## config.mk

```make
export PLATFORM = sky130hd
export DESIGN_NAME = tapid_yaw
export DESIGN_NICKNAME = d
export VERILOG_FILES = /design/src/rtl/tapid_pkg.sv /design/src/rtl/tapid_yaw.sv
export SDC_FILE = /design/constraint.sdc
export NUM_CORES = 1
export LEC_CHECK = 0
export BUFFER_PORTS_ARGS = -buffer_cell sky130_fd_sc_hd__buf_4
export CAP_MARGIN = 0
export CORE_ASPECT_RATIO = 2
export CORE_MARGIN = 2
export CORE_UTILIZATION = 30
export CTS_CLUSTER_DIAMETER = 60
export CTS_CLUSTER_SIZE = 24
export DETAILED_ROUTE_END_ITERATION = 8
export PLACE_DENSITY = 0.42
export SYNTH_ARGS = -nofsm -noshare
export SYNTH_HDL_FRONTEND = slang
export SYNTH_SLANG_ARGS = --single-unit
```

## constraint.sdc

```tcl
create_clock -name clk -period 6.85 [get_ports clk]
set_clock_uncertainty 0.2 [all_clocks]
set_input_delay 1.0275 -clock clk [delete_from_list [all_inputs] [get_ports clk]]
set_output_delay 1.0275 -clock clk [all_outputs]
set_load 0.05 [all_outputs]
```

## src/rtl/tapid_pkg.sv

```systemverilog
`default_nettype none
// ----------------------------------------------------------------------------
// tapid_pkg: shared types and constants of the three-axis PID controller
// Fixed-point formats, pipeline depth, register indexes and the constants
// of the velocity clamp and the heading wrap.
// ----------------------------------------------------------------------------
package tapid_pkg;

	// Fixed-point formats.
	localparam int FRAC_BITS = 16;
	localparam int SUM_W     = 48;
	localparam int POS_W     = 32;
	localparam int GAIN_W    = 32;
	localparam int HDG_W     = 19;
	localparam int VEL_W     = 19;
	localparam int YAW_W     = 15;
	localparam int ERR_W     = POS_W + 1;
	localparam int DERR_W    = ERR_W + 1;
	localparam int LO_W      = SUM_W / 2;
	localparam int HI_W      = SUM_W - LO_W;
	localparam int ACC_W     = SUM_W + GAIN_W + 2;

	// Number of pipeline stages from the input to the output register.
	localparam int PIPE_DEPTH = 6;

	// Configuration port.
	localparam int CFG_AW = 3;
	localparam int CFG_DW = 32;
	localparam logic [CFG_AW-1:0] REG_GOAL_X     = 3'd0;
	localparam logic [CFG_AW-1:0] REG_GOAL_Y     = 3'd1;
	localparam logic [CFG_AW-1:0] REG_GOAL_Z     = 3'd2;
	localparam logic [CFG_AW-1:0] REG_GOAL_HDG   = 3'd3;
	localparam logic [CFG_AW-1:0] REG_PROP_GAIN  = 3'd4;
	localparam logic [CFG_AW-1:0] REG_INTEG_GAIN = 3'd5;
	localparam logic [CFG_AW-1:0] REG_DERIV_GAIN = 3'd6;
	localparam logic [CFG_AW-1:0] REG_ARMED      = 3'd7;

	// Stream widths: payload packed from the lowest bit up, padded to bytes.
	localparam int S_DATA_RAW = 3 * POS_W + HDG_W;
	localparam int S_DATA_W   = ((S_DATA_RAW + 7) / 8) * 8;
	localparam int M_DATA_RAW = 3 * VEL_W + YAW_W;
	localparam int M_DATA_W   = ((M_DATA_RAW + 7) / 8) * 8;

	// Two pi, rounded to nearest from a 48-bit fraction.
	localparam longint unsigned TWO_PI_Q48  = 64'h0006_487E_D511_0B46;
	localparam longint unsigned TWO_PI_FULL =
		(TWO_PI_Q48 + (64'd1 << (47 - FRAC_BITS))) >> (48 - FRAC_BITS);
	localparam int WRAP_W = HDG_W + 2;
	localparam logic signed [WRAP_W-1:0] TWO_PI = WRAP_W'(TWO_PI_FULL);

	// Division by five: multiply by the reciprocal and shift.
	localparam int QUOT_W     = HDG_W - 2;
	localparam int DIV5_SHIFT = 18;
	localparam int DIV5_W     = 16;
	localparam logic [DIV5_W-1:0] DIV5_MUL = DIV5_W'(((1 << DIV5_SHIFT) + 4) / 5);

	// Velocity clamp at plus or minus 2.0.
	localparam logic signed [ACC_W-1:0] ACC_LIM = ACC_W'(2) <<< (2 * FRAC_BITS);
	localparam logic signed [VEL_W-1:0] VEL_LIM = VEL_W'(2) <<< FRAC_BITS;

	// Gains shared by the three axis lanes.
	typedef struct packed {
		logic [GAIN_W-1:0] kp;
		logic [GAIN_W-1:0] ki;
		logic [GAIN_W-1:0] kd;
	} gains_t;

	// Pipeline control: one load strobe per stage.
	typedef struct packed {
		logic [PIPE_DEPTH-1:0] load;
	} pipe_ctl_t;

endpackage
`default_nettype wire

```

## src/rtl/tapid_yaw.sv

```systemverilog
`default_nettype none
// ----------------------------------------------------------------------------
// tapid_yaw: yaw-rate lane
// Heading error wrapped into [0, 2 pi) and divided by twenty, aligned with
// the pipeline of the velocity lanes.
// ----------------------------------------------------------------------------
module tapid_yaw (
	input  wire logic                               clk,
	input  wire tapid_pkg::pipe_ctl_t               ctl,
	input  wire logic signed [tapid_pkg::HDG_W-1:0] goal_hdg,
	input  wire logic signed [tapid_pkg::HDG_W-1:0] hdg,
	output logic [tapid_pkg::YAW_W-1:0]             yaw_rate
);
	import tapid_pkg::*;

	logic signed [WRAP_W-1:0]       d_s1;
	logic signed [WRAP_W-1:0]       wrap;
	logic [HDG_W-1:0]               r_s2;
	logic [QUOT_W+DIV5_W-1:0]       q_s3;
	logic [YAW_W-1:0]               yaw_s4;
	logic [YAW_W-1:0]               yaw_s5;
	logic [YAW_W-1:0]               yaw_s6;

	// Stage 1: heading difference.
	always_ff @(posedge clk) begin
		if (ctl.load[0]) begin
			d_s1 <= WRAP_W'(goal_hdg) - WRAP_W'(hdg);
		end
	end

	// The difference lies within two turns either way, so one of four
	// shifted copies falls into [0, 2 pi).
	always_comb begin
		if (d_s1 >= TWO_PI) begin
			wrap = d_s1 - TWO_PI;
		end else if (d_s1 >= 0) begin
			wrap = d_s1;
		end else if (d_s1 >= -TWO_PI) begin
			wrap = d_s1 + TWO_PI;
		end else begin
			wrap = d_s1 + (TWO_PI <<< 1);
		end
	end

	// Stage 2: wrapped difference.
	always_ff @(posedge clk) begin
		if (ctl.load[1]) begin
			r_s2 <= wrap[HDG_W-1:0];
		end
	end

	// Stage 3: quarter of the difference times the reciprocal of five.
	always_ff @(posedge clk) begin
		if (ctl.load[2]) begin
			q_s3 <= (QUOT_W+DIV5_W)'(r_s2[HDG_W-1:2]) * (QUOT_W+DIV5_W)'(DIV5_MUL);
		end
	end

	// Stages 4 to 6: quotient, delayed to meet the velocity lanes.
	always_ff @(posedge clk) begin
		if (ctl.load[3]) begin
			yaw_s4 <= q_s3[DIV5_SHIFT+YAW_W-1:DIV5_SHIFT];
		end
		if (ctl.load[4]) begin
			yaw_s5 <= yaw_s4;
		end
		if (ctl.load[5]) begin
			yaw_s6 <= yaw_s5;
		end
	end

	assign yaw_rate = yaw_s6;

endmodule
`default_nettype wire

```

==> results of run 1 <==
## area by class of cell
class,count,area share [%]
Multi-Input combinational cell,602,54.4
Sequential cell,97,26.6
Inverter,206,7.05
Tap cell,427,4.87
Timing Repair Buffer,63,4.31
Clock buffer,9,2.05
Clock inverter,7,0.696
## critical path: cells and delay by family, from the launching register on
kind                       cells  cell delay (ps)
adders and majority gates      7             3560
DFF                            1              610
buffers and inverters          4              240
AOI/OAI and AO/OA              5             1260
xor gates and xnor gates       1               80
and+or+nand+nor                1              150
## logic make-up (layout without fill, tap and decap cells)
| kind of cell | Yosys count | after routing |
|---|---|---|
| adders and majority gates | 246 | 246 |
| DFF | 97 | 97 |
| muxes | 2 | 2 |
| AOI/OAI and AO/OA | 163 | 163 |
| and+or+nand+nor | 143 | 143 |
| xor gates and xnor gates | 48 | 48 |
| buffers and inverters | 221 | 285 |
## layout by cell type (no fill, tap or decap), types with 23 or more instances in the layout
master	synthesis	layout
xnor2_1	35	35
a21oi_1	51	51
fa_1	88	88
nand2_1	47	47
ha_1	158	158
edfxtp_1	97	97
buf_4	1	63
o21ai_0	23	23
inv_1	206	206
nor2_1	25	25
## worst max-delay path by stage
stage	start	end	slack (ps)	depth (start not counted)
final	r_s2[11]$_DFFE_PP_	q_s3[31]$_DFFE_PP_	460	18
after global routing	r_s2[11]$_DFFE_PP_	q_s3[31]$_DFFE_PP_	210	18
after CTS	r_s2[11]$_DFFE_PP_	q_s3[31]$_DFFE_PP_	460	18
after detailed placement	r_s2[8]$_DFFE_PP_	q_s3[31]$_DFFE_PP_	490	18
after global placement	r_s2[8]$_DFFE_PP_	q_s3[31]$_DFFE_PP_	480	18
after floorplan	r_s2[7]$_DFFE_PP_	q_s3[31]$_DFFE_PP_	1280	19
## state kept, by name, indices dropped and copies added (netlist names)
register,flops
r_s2,17
d_s1,20
yaw_s5,15
yaw_s4,15
q_s3,15
yaw_rate,15
## metrics by stage
| step | utilization, % | cell area, sq um | hold slack [ps] | setup slack, ps |
|---|---|---|---|---|
| CTS | 34.1 | 11000 | 223 | 457 |
| global route | 34.1 | 11000 | 229 | 210 |
| detailed placement | 33.2 | 10700 | 205 | 492 |
| floorplan | - | 9720 | 200 | 1280 |
| finish | 34.1 | 11000 | 221 | 460 |
| global placement | 33.2 | 10700 | 203 | 482 |
## synth_stat cells, drive strengths merged, types with 10 or more instances
library cell  number  area [sq um]
nor3              11          55.1
nand2             47           176
fa                88          1760
o21ai             26           130
edfxtp            97          2910
a21oi             51           255
nor2              25          93.8
inv              206           773
a21o              18           135
xor2              13           114
ha               158          1980
xnor2             35           307
clkbuf            10          37.5
nand3             19          95.1
## metal layers
layer / routed length, microns / vias up / global-route usage (%)
met5: 0 / - / 0
met4: 2690 / 0 / 14.8
met3: 526 / 85 / 2.00
met2: 16700 / 153 / 36.8
met1: 7300 / 3286 / 11.2
li1: - / 3251 / -
==> flow_summary.yaml, run 1 <==
status:
  status: "finished clean"
logic_synthesis:
  synthAdderAreaFrac_pct: 38.5
  syn_area_per_cell_sq_um: 10.6
  synthArstFlopShare_pct: 0
  synth_warnings: 0
  synth-xor-area-share_pct: 4.33
  synth_ff_type: "edfxtp_1"
  yosysSeqAreaShare_pct: 30.0
  synth_top_family_by_area: "adder cells"
  synth_cell_type_count: 56
  synth-compound-area-share_pct: 11.2
  ys_seq_elements: 97
  yosys.area_share.simple_pct: 7.21
  synth_nets: 1211
  syn_area_sq_um: 9720
  synthMuxAreaShare_pct: 0.206
  syn_inst: 920
  synth_edf_count: 97
layout:
  syn2layout_area_growth_pct: 12.8
  multi_input_area_sq_um: 5970
  regArea_sq_um: 2910
  drive_gt1_share_pct: 8.84
  num-fill-cells: 3349
  n_antenna_cell: 0
  fin_cells: 1411
  nNetsFinal: 1270
cts:
  cts.reportedPaths.clkPinSlew_ps: 80
  cts_buffer_depth: 2
  cts_inserted_buffers: 9
  cts_tree: "built"
  root_buffer: "clkbuf_16"
  cts_resized: 0
  postCtsSetupBuffers: 0
  ctsHoldBuffers: 0
  worstSkewPairLatency_ps: 380
  clkSinkCount: 97
  ctsHtreeMaxLevel: 3
timing:
  fin_crit_sh_pct: 93.3
  tightestPinTransition_ps: 857
  hold_violations: 0
  fmax_mhz: 157
  slew_headroom_pct: 42.9
  grt_setup_unrepaired: "false"
  min_period_ps: 6390
  setup_viol_count_final: 0
  drv_slew: 0
  finalSetupTns_ps: 0
job:
  maxCapViolCount: 0
worst_setup_path:
  critPathRequiredTime_ps: 6760
  worstSetupPathType: "reg2reg"
  end_kind: "flop"
  startpoint_type: "flop"
  critPathMaxStageDelay_ps: 610
  r2r_slack_ps: 460
  reg2reg_depth: 18
  arrival_ps: 6300
  r2r-start: "r_s2[11]$_DFFE_PP_"
  path_cells: "ha_1, inv_1, fa_1, fa_1, fa_1, inv_1, fa_1, inv_1, fa_1, inv_1, ha_1, nand2_1, o211ai_1, a21oi_1, a21oi_1, a31oi_1, o21bai_1, xor2_1"
  r2r_end: "q_s3[31]$_DFFE_PP_"
  critPathMaxFanout: 8
  crit_top_cell: "fa_1"
  slowest_stage: "edfxtp_1"
min_path:
  hold_start: "yaw_s4[0]$_DFFE_PP_"
  whs_endpoint: "yaw_s5[0]$_DFFE_PP_"
  hold_depth: 0
  holdCritPathClass: "reg2reg"
placement:
  placedCellCount: 1395
  portBuffers: 59
  gp_congestion: 0.904
  hpwl_mm: 24.2
die:
  start_util_pct: 30.3
  ioPinCount: 60
  die_w_microns: 131
  fp-row-count: 93
  core_sq_um: 32100
  dieArea_sq_um: 33900
  fp.dieH_microns: 259
global_route:
  grt_max_degree: 21
  grt_pass1_wl_mm: 41.4
  antenna_found_initial: 0
  grt_pass1_vias: 7474
  gr-total-overflow: 0
  track_usage_pct: 16.7
routing:
  first_pass_iters: 4
  drtAntennaViolNets: 0
  drc: 0
  avgRoutedWirePerCell_microns: 19.3
  avgViaCountPerCell: 4.80
  drt_iter0_markers: 184
  wl_mm: 27.3
  vias: 6775
Power of run 1 is not shown: default switching activity piles up to over one toggle a cycle in this logic, so the estimate is an artifact.
==> run 2: changes to the inputs <==
Settings changed: ABC_CLOCK_PERIOD_IN_PS set to 5550, CORE_UTILIZATION 30 to 31, PLACE_DENSITY 0.42 to 0.45.
Clock period 6.85 ns to 5.55 ns, I/O delays scaled along.
==> run 2 against run 1 <==
  * Count of clock-buffer cells in the layout unchanged
  * Sequential share of layout area decreased by 2.7 points
  * Register-to-register slack got worse by 300 ps
==> flow_summary.yaml, run 2 (synthesis gave the netlist of run 1 again) <==
status:
  status: "finished clean"
placement:
  hpwl_mm: 22.3
  placedCellCount: 1478
  gp_congestion: 0.913
  portBuffers: 59
die:
  dieArea_sq_um: 32900
  fp-row-count: 91
  ioPinCount: 60
  start_util_pct: 31.5
  fp.dieH_microns: 254
  core_sq_um: 30900
  die_w_microns: 129
routing:
  avgViaCountPerCell: 4.66
  drt_iter0_markers: 209
  drc: 0
  wl_mm: 25.3
  avgRoutedWirePerCell_microns: 16.8
  first_pass_iters: 4
  vias: 7036
  drtAntennaViolNets: 0
worst_setup_path:
  startpoint_type: "flop"
  critPathMaxFanout: 4
  r2r-start: "r_s2[13]$_DFFE_PP_"
  worstSetupPathType: "reg2reg"
  arrival_ps: 5300
  critPathRequiredTime_ps: 5460
  end_kind: "flop"
  cp-startpoint: "r_s2[13]$_DFFE_PP_"
cts:
  clkSinkCount: 97
  cts_inserted_buffers: 9
  worstSkewPairLatency_ps: 370
  cts_tree: "built"
  ctsHtreeMaxLevel: 3
  cts_buffer_depth: 2
  cts.reportedPaths.clkPinSlew_ps: 90
  ctsHoldBuffers: 0
  root_buffer: "clkbuf_16"
global_route:
  grt_pass1_wl_mm: 38.7
  track_usage_pct: 15.9
  antenna_found_initial: 0
  grt_pass1_vias: 7618
  gr-total-overflow: 0
  grt_max_degree: 21
layout:
  final_common_cell: "inv_1"
  largest_register_ffs: 20
  biggestRegsByFlops: "d_s1: 20 flops, r_s2: 17 flops"
  n_antenna_cell: 0
  nNetsFinal: 1377
  num-fill-cells: 3033
  fin_cells: 1509
  final_cell_mix: "inv_1 (201), buf_4 (165), ha_1 (137), edfxtp_1 (97), fa_1 (85)"
  largest-register: "d_s1"
  syn2layout_area_growth_pct: 25.8
  drive_gt1_share_pct: 22.8
timing:
  setup_viol_count_final: 0
  fin_crit_sh_pct: 97.0
  min_period_ps: 5380
  drv_slew: 0
  slew_headroom_pct: 41.5
  fmax_mhz: 186
  hold_violations: 0
  hold_ws_ps: 216
  finalSetupTns_ps: 0
  tightestPinTransition_ps: 877
min_path:
  holdCritPathClass: "reg2reg"
  hold_start: "yaw_s4[4]$_DFFE_PP_"
job:
  maxCapViolCount: 0
-- run 2: cell count changes in the layout (fill, tap and decap cells not counted), sizes merged --
cell,delta
buf,+107
inv,-1
clkinv,+1
-- run 2: worst max-delay path, stage by stage, from the launching register on --
cell and delay, ps:
edfxtp_1 500, ha_4 300, ha_1 270, inv_1 60, fa_1 550, inv_2 50, fa_1 480, inv_1 50
fa_1 470, fa_1 540, inv_1 60, ha_4 250, a21oi_4 170, o211ai_1 180, a221oi_2 300, buf_4 180
nor3_1 40, or2_1 250, a21oi_2 170, xnor2_1 80
-- run 2: final cells by class --
| class | instances | area [sq um] | area share (%) |
|---|---|---|---|
| Clock buffer | 9 | 225 | 1.84 |
| Clock inverter | 7 | 81.3 | 0.665 |
| Inverter | 206 | 773 | 6.32 |
| Multi-Input combinational cell | 602 | 6420 | 52.5 |
| Sequential cell | 97 | 2910 | 23.8 |
| Tap cell | 418 | 523 | 4.28 |
| Timing Repair Buffer | 170 | 1290 | 10.6 |
-- run 2: timing repair --
action,4_1_cts,5_1_grt
pin swaps,12,38
buffers inserted,6,9
gates resized for setup,29,50
endpoints found under the setup margin,14,14
-- run 2: stage by stage --
step | worst slack, ps | util (%) | area (sq um)
after global routing | -4.94 | 39.6 | 12200
after global placement | -243 | 36.8 | 11300
after detailed placement | -302 | 36.8 | 11300
after CTS | 2.01 | 38.3 | 11800
final | 165 | 39.6 | 12200
after floorplan | 29.5 | - | 9720
-- run 2: layer usage --
| metal | global-route usage, % | vias to the layer above | part of all wire, % |
|---|---|---|---|
| met3 | 1.72 | 47 | 1.9 |
| met2 | 36.6 | 117 | 65 |
| met5 | 0 | - | 0 |
| li1 | - | 3470 | - |
| met4 | 7.24 | 0 | 4.7 |
| met1 | 11.6 | 3402 | 28 |
-- run 2: final timing paths --
path | endpoint | slack, ps | depth (start not counted)
hold / removal | yaw_s5[4]$_DFFE_PP_ | 220 | 0
hold reg to reg | yaw_s5[4]$_DFFE_PP_ | 220 | 0
setup reg to reg | q_s3[24]$_DFFE_PP_ | 170 | 19
setup / recovery | q_s3[24]$_DFFE_PP_ | 170 | 19
Power of run 2 is left out for the same reason.
==> run 3: changes to the inputs <==
Settings changed: RECOVER_POWER set to 25.
==> run 3 against run 2 <==
  * Critical path depth stayed put
  * Critical path type unchanged
  * Fmax unchanged
  * Non-clock buffer count is the same
  * Register-to-register slack about the same
  * Core utilization is essentially flat
  * Hold slack unchanged
  * Die area unchanged
==> flow_summary.yaml, run 3 (synthesis gave the netlist of run 1 again) <==
global_route:
  grt_pass1_wl_mm: 38.7
  grt_max_degree: 21
  grt_pass1_vias: 7618
  track_usage_pct: 15.9
  gr-total-overflow: 0
  antenna_found_initial: 0
routing:
  drt_iter0_markers: 208
  avgViaCountPerCell: 4.66
  wl_met2_mm: 16.5
  first_pass_iters: 4
  avgRoutedWirePerCell_microns: 16.8
  top_layer: "met4"
  drtAntennaViolNets: 0
  m1WireLength_mm: 7.18
  vias: 7036
  wl_mm: 25.3
  met3_wirelength_microns: 460
  drc: 0
layout:
  fin_cells: 1509
  final_cell_mix: "inv_1 (201), buf_4 (161), ha_1 (137), edfxtp_1 (97), fa_1 (85)"
  biggestRegsByFlops: "d_s1: 20 flops, r_s2: 17 flops"
  largest_register_ffs: 20
  drive_gt1_share_pct: 22.5
  final_common_cell: "inv_1"
  largest-register: "d_s1"
  n_antenna_cell: 0
  syn2layout_area_growth_pct: 25.7
  nNetsFinal: 1377
  post-route-cell-area_sq_um: 12200
cts:
  cts.reportedPaths.clkPinSlew_ps: 90
  root_buffer: "clkbuf_16"
  ctsHoldBuffers: 0
  ctsHtreeMaxLevel: 3
  cts_tree: "built"
  cts_buffer_depth: 2
  cts_inserted_buffers: 9
  clkSinkCount: 97
  worstSkewPairLatency_ps: 370
timing:
  fmax_mhz: 186
  min_period_ps: 5380
  drv_slew: 0
  finalSetupTns_ps: 0
  fin_crit_sh_pct: 97.0
  setup_viol_count_final: 0
  hold_violations: 0
  slew_headroom_pct: 41.5
  tightestPinTransition_ps: 877
worst_setup_path:
  worstSetupPathType: "reg2reg"
  startpoint_type: "flop"
  arrival_ps: 5300
  critPathMaxFanout: 4
  critPathRequiredTime_ps: 5460
  end_kind: "flop"
  r2r_slack_ps: 170
placement:
  placedCellCount: 1478
  hpwl_mm: 22.3
  portBuffers: 59
  gp_congestion: 0.913
  place_area_sq_um: 11300
die:
  fp-row-count: 91
  dieArea_sq_um: 32900
  core_sq_um: 30900
  start_util_pct: 31.5
  fp.dieH_microns: 254
  die_w_microns: 129
  ioPinCount: 60
job:
  maxCapViolCount: 0
status:
  status: "finished clean"
min_path:
  holdCritPathClass: "reg2reg"
## run 3: changes by cell type in the layout (fill, tap and decap cells not counted), sizes merged
| cell | previous run | this run |
|---|---|---|
| buf | 170 | 166 |
| clkbuf | 9 | 13 |
## run 3: final cells by class
type	instances	area [sq um]
Clock inverter	7	81.3
Timing Repair Buffer	170	1280
Multi-Input combinational cell	602	6420
Fill cell	3033	18600
Clock buffer	9	225
Sequential cell	97	2910
Tap cell	418	523
Inverter	206	773
## run 3: repair_timing
| item | CTS | global route |
|---|---|---|
| hold endpoints to repair | 0 | 0 |
| gates resized for setup | 29 | 50 |
| endpoints found under the setup margin | 14 | 14 |
| pin swaps | 12 | 38 |
| buffers inserted | 6 | 9 |
## run 3: through the flow
stage,utilization [%],setup WS [ps],hold WS [ps]
after floorplan,-,29.5,200
after global placement,36.8,-243,203
after detailed placement,36.8,-302,206
after CTS,38.3,2.01,220
after global routing,39.6,-4.94,221
final,39.6,165,216
## run 3: final timing paths
check        cells after the start                start             endpoint
max reg2reg                     19   r_s2[13]$_DFFE_PP_   q_s3[24]$_DFFE_PP_
max                             19   r_s2[13]$_DFFE_PP_   q_s3[24]$_DFFE_PP_
min reg2reg                      0  yaw_s4[4]$_DFFE_PP_  yaw_s5[4]$_DFFE_PP_
min                              0  yaw_s4[4]$_DFFE_PP_  yaw_s5[4]$_DFFE_PP_
## run 3: layer usage
| layer | up-vias | GRT usage, % |
|---|---|---|
| met2 | 117 | 36.6 |
| met4 | 0 | 7.24 |
| met5 | - | 0 |
| met3 | 47 | 1.72 |
| met1 | 3402 | 11.6 |
| li1 | 3470 | - |
## run 3: critical path: stages (launching register included)
cell and delay [ps]:
edfxtp_1 500, ha_4 300, ha_1 270, inv_1 60, fa_1 550, inv_2 50
fa_1 480, inv_1 50, fa_1 470, fa_1 540, inv_1 60, ha_4 250
a21oi_4 170, o211ai_1 180, a221oi_2 300, buf_4 180, nor3_1 40, or2_1 250
a21oi_2 170, xnor2_1 80
Power of run 3 is left out for the same reason.
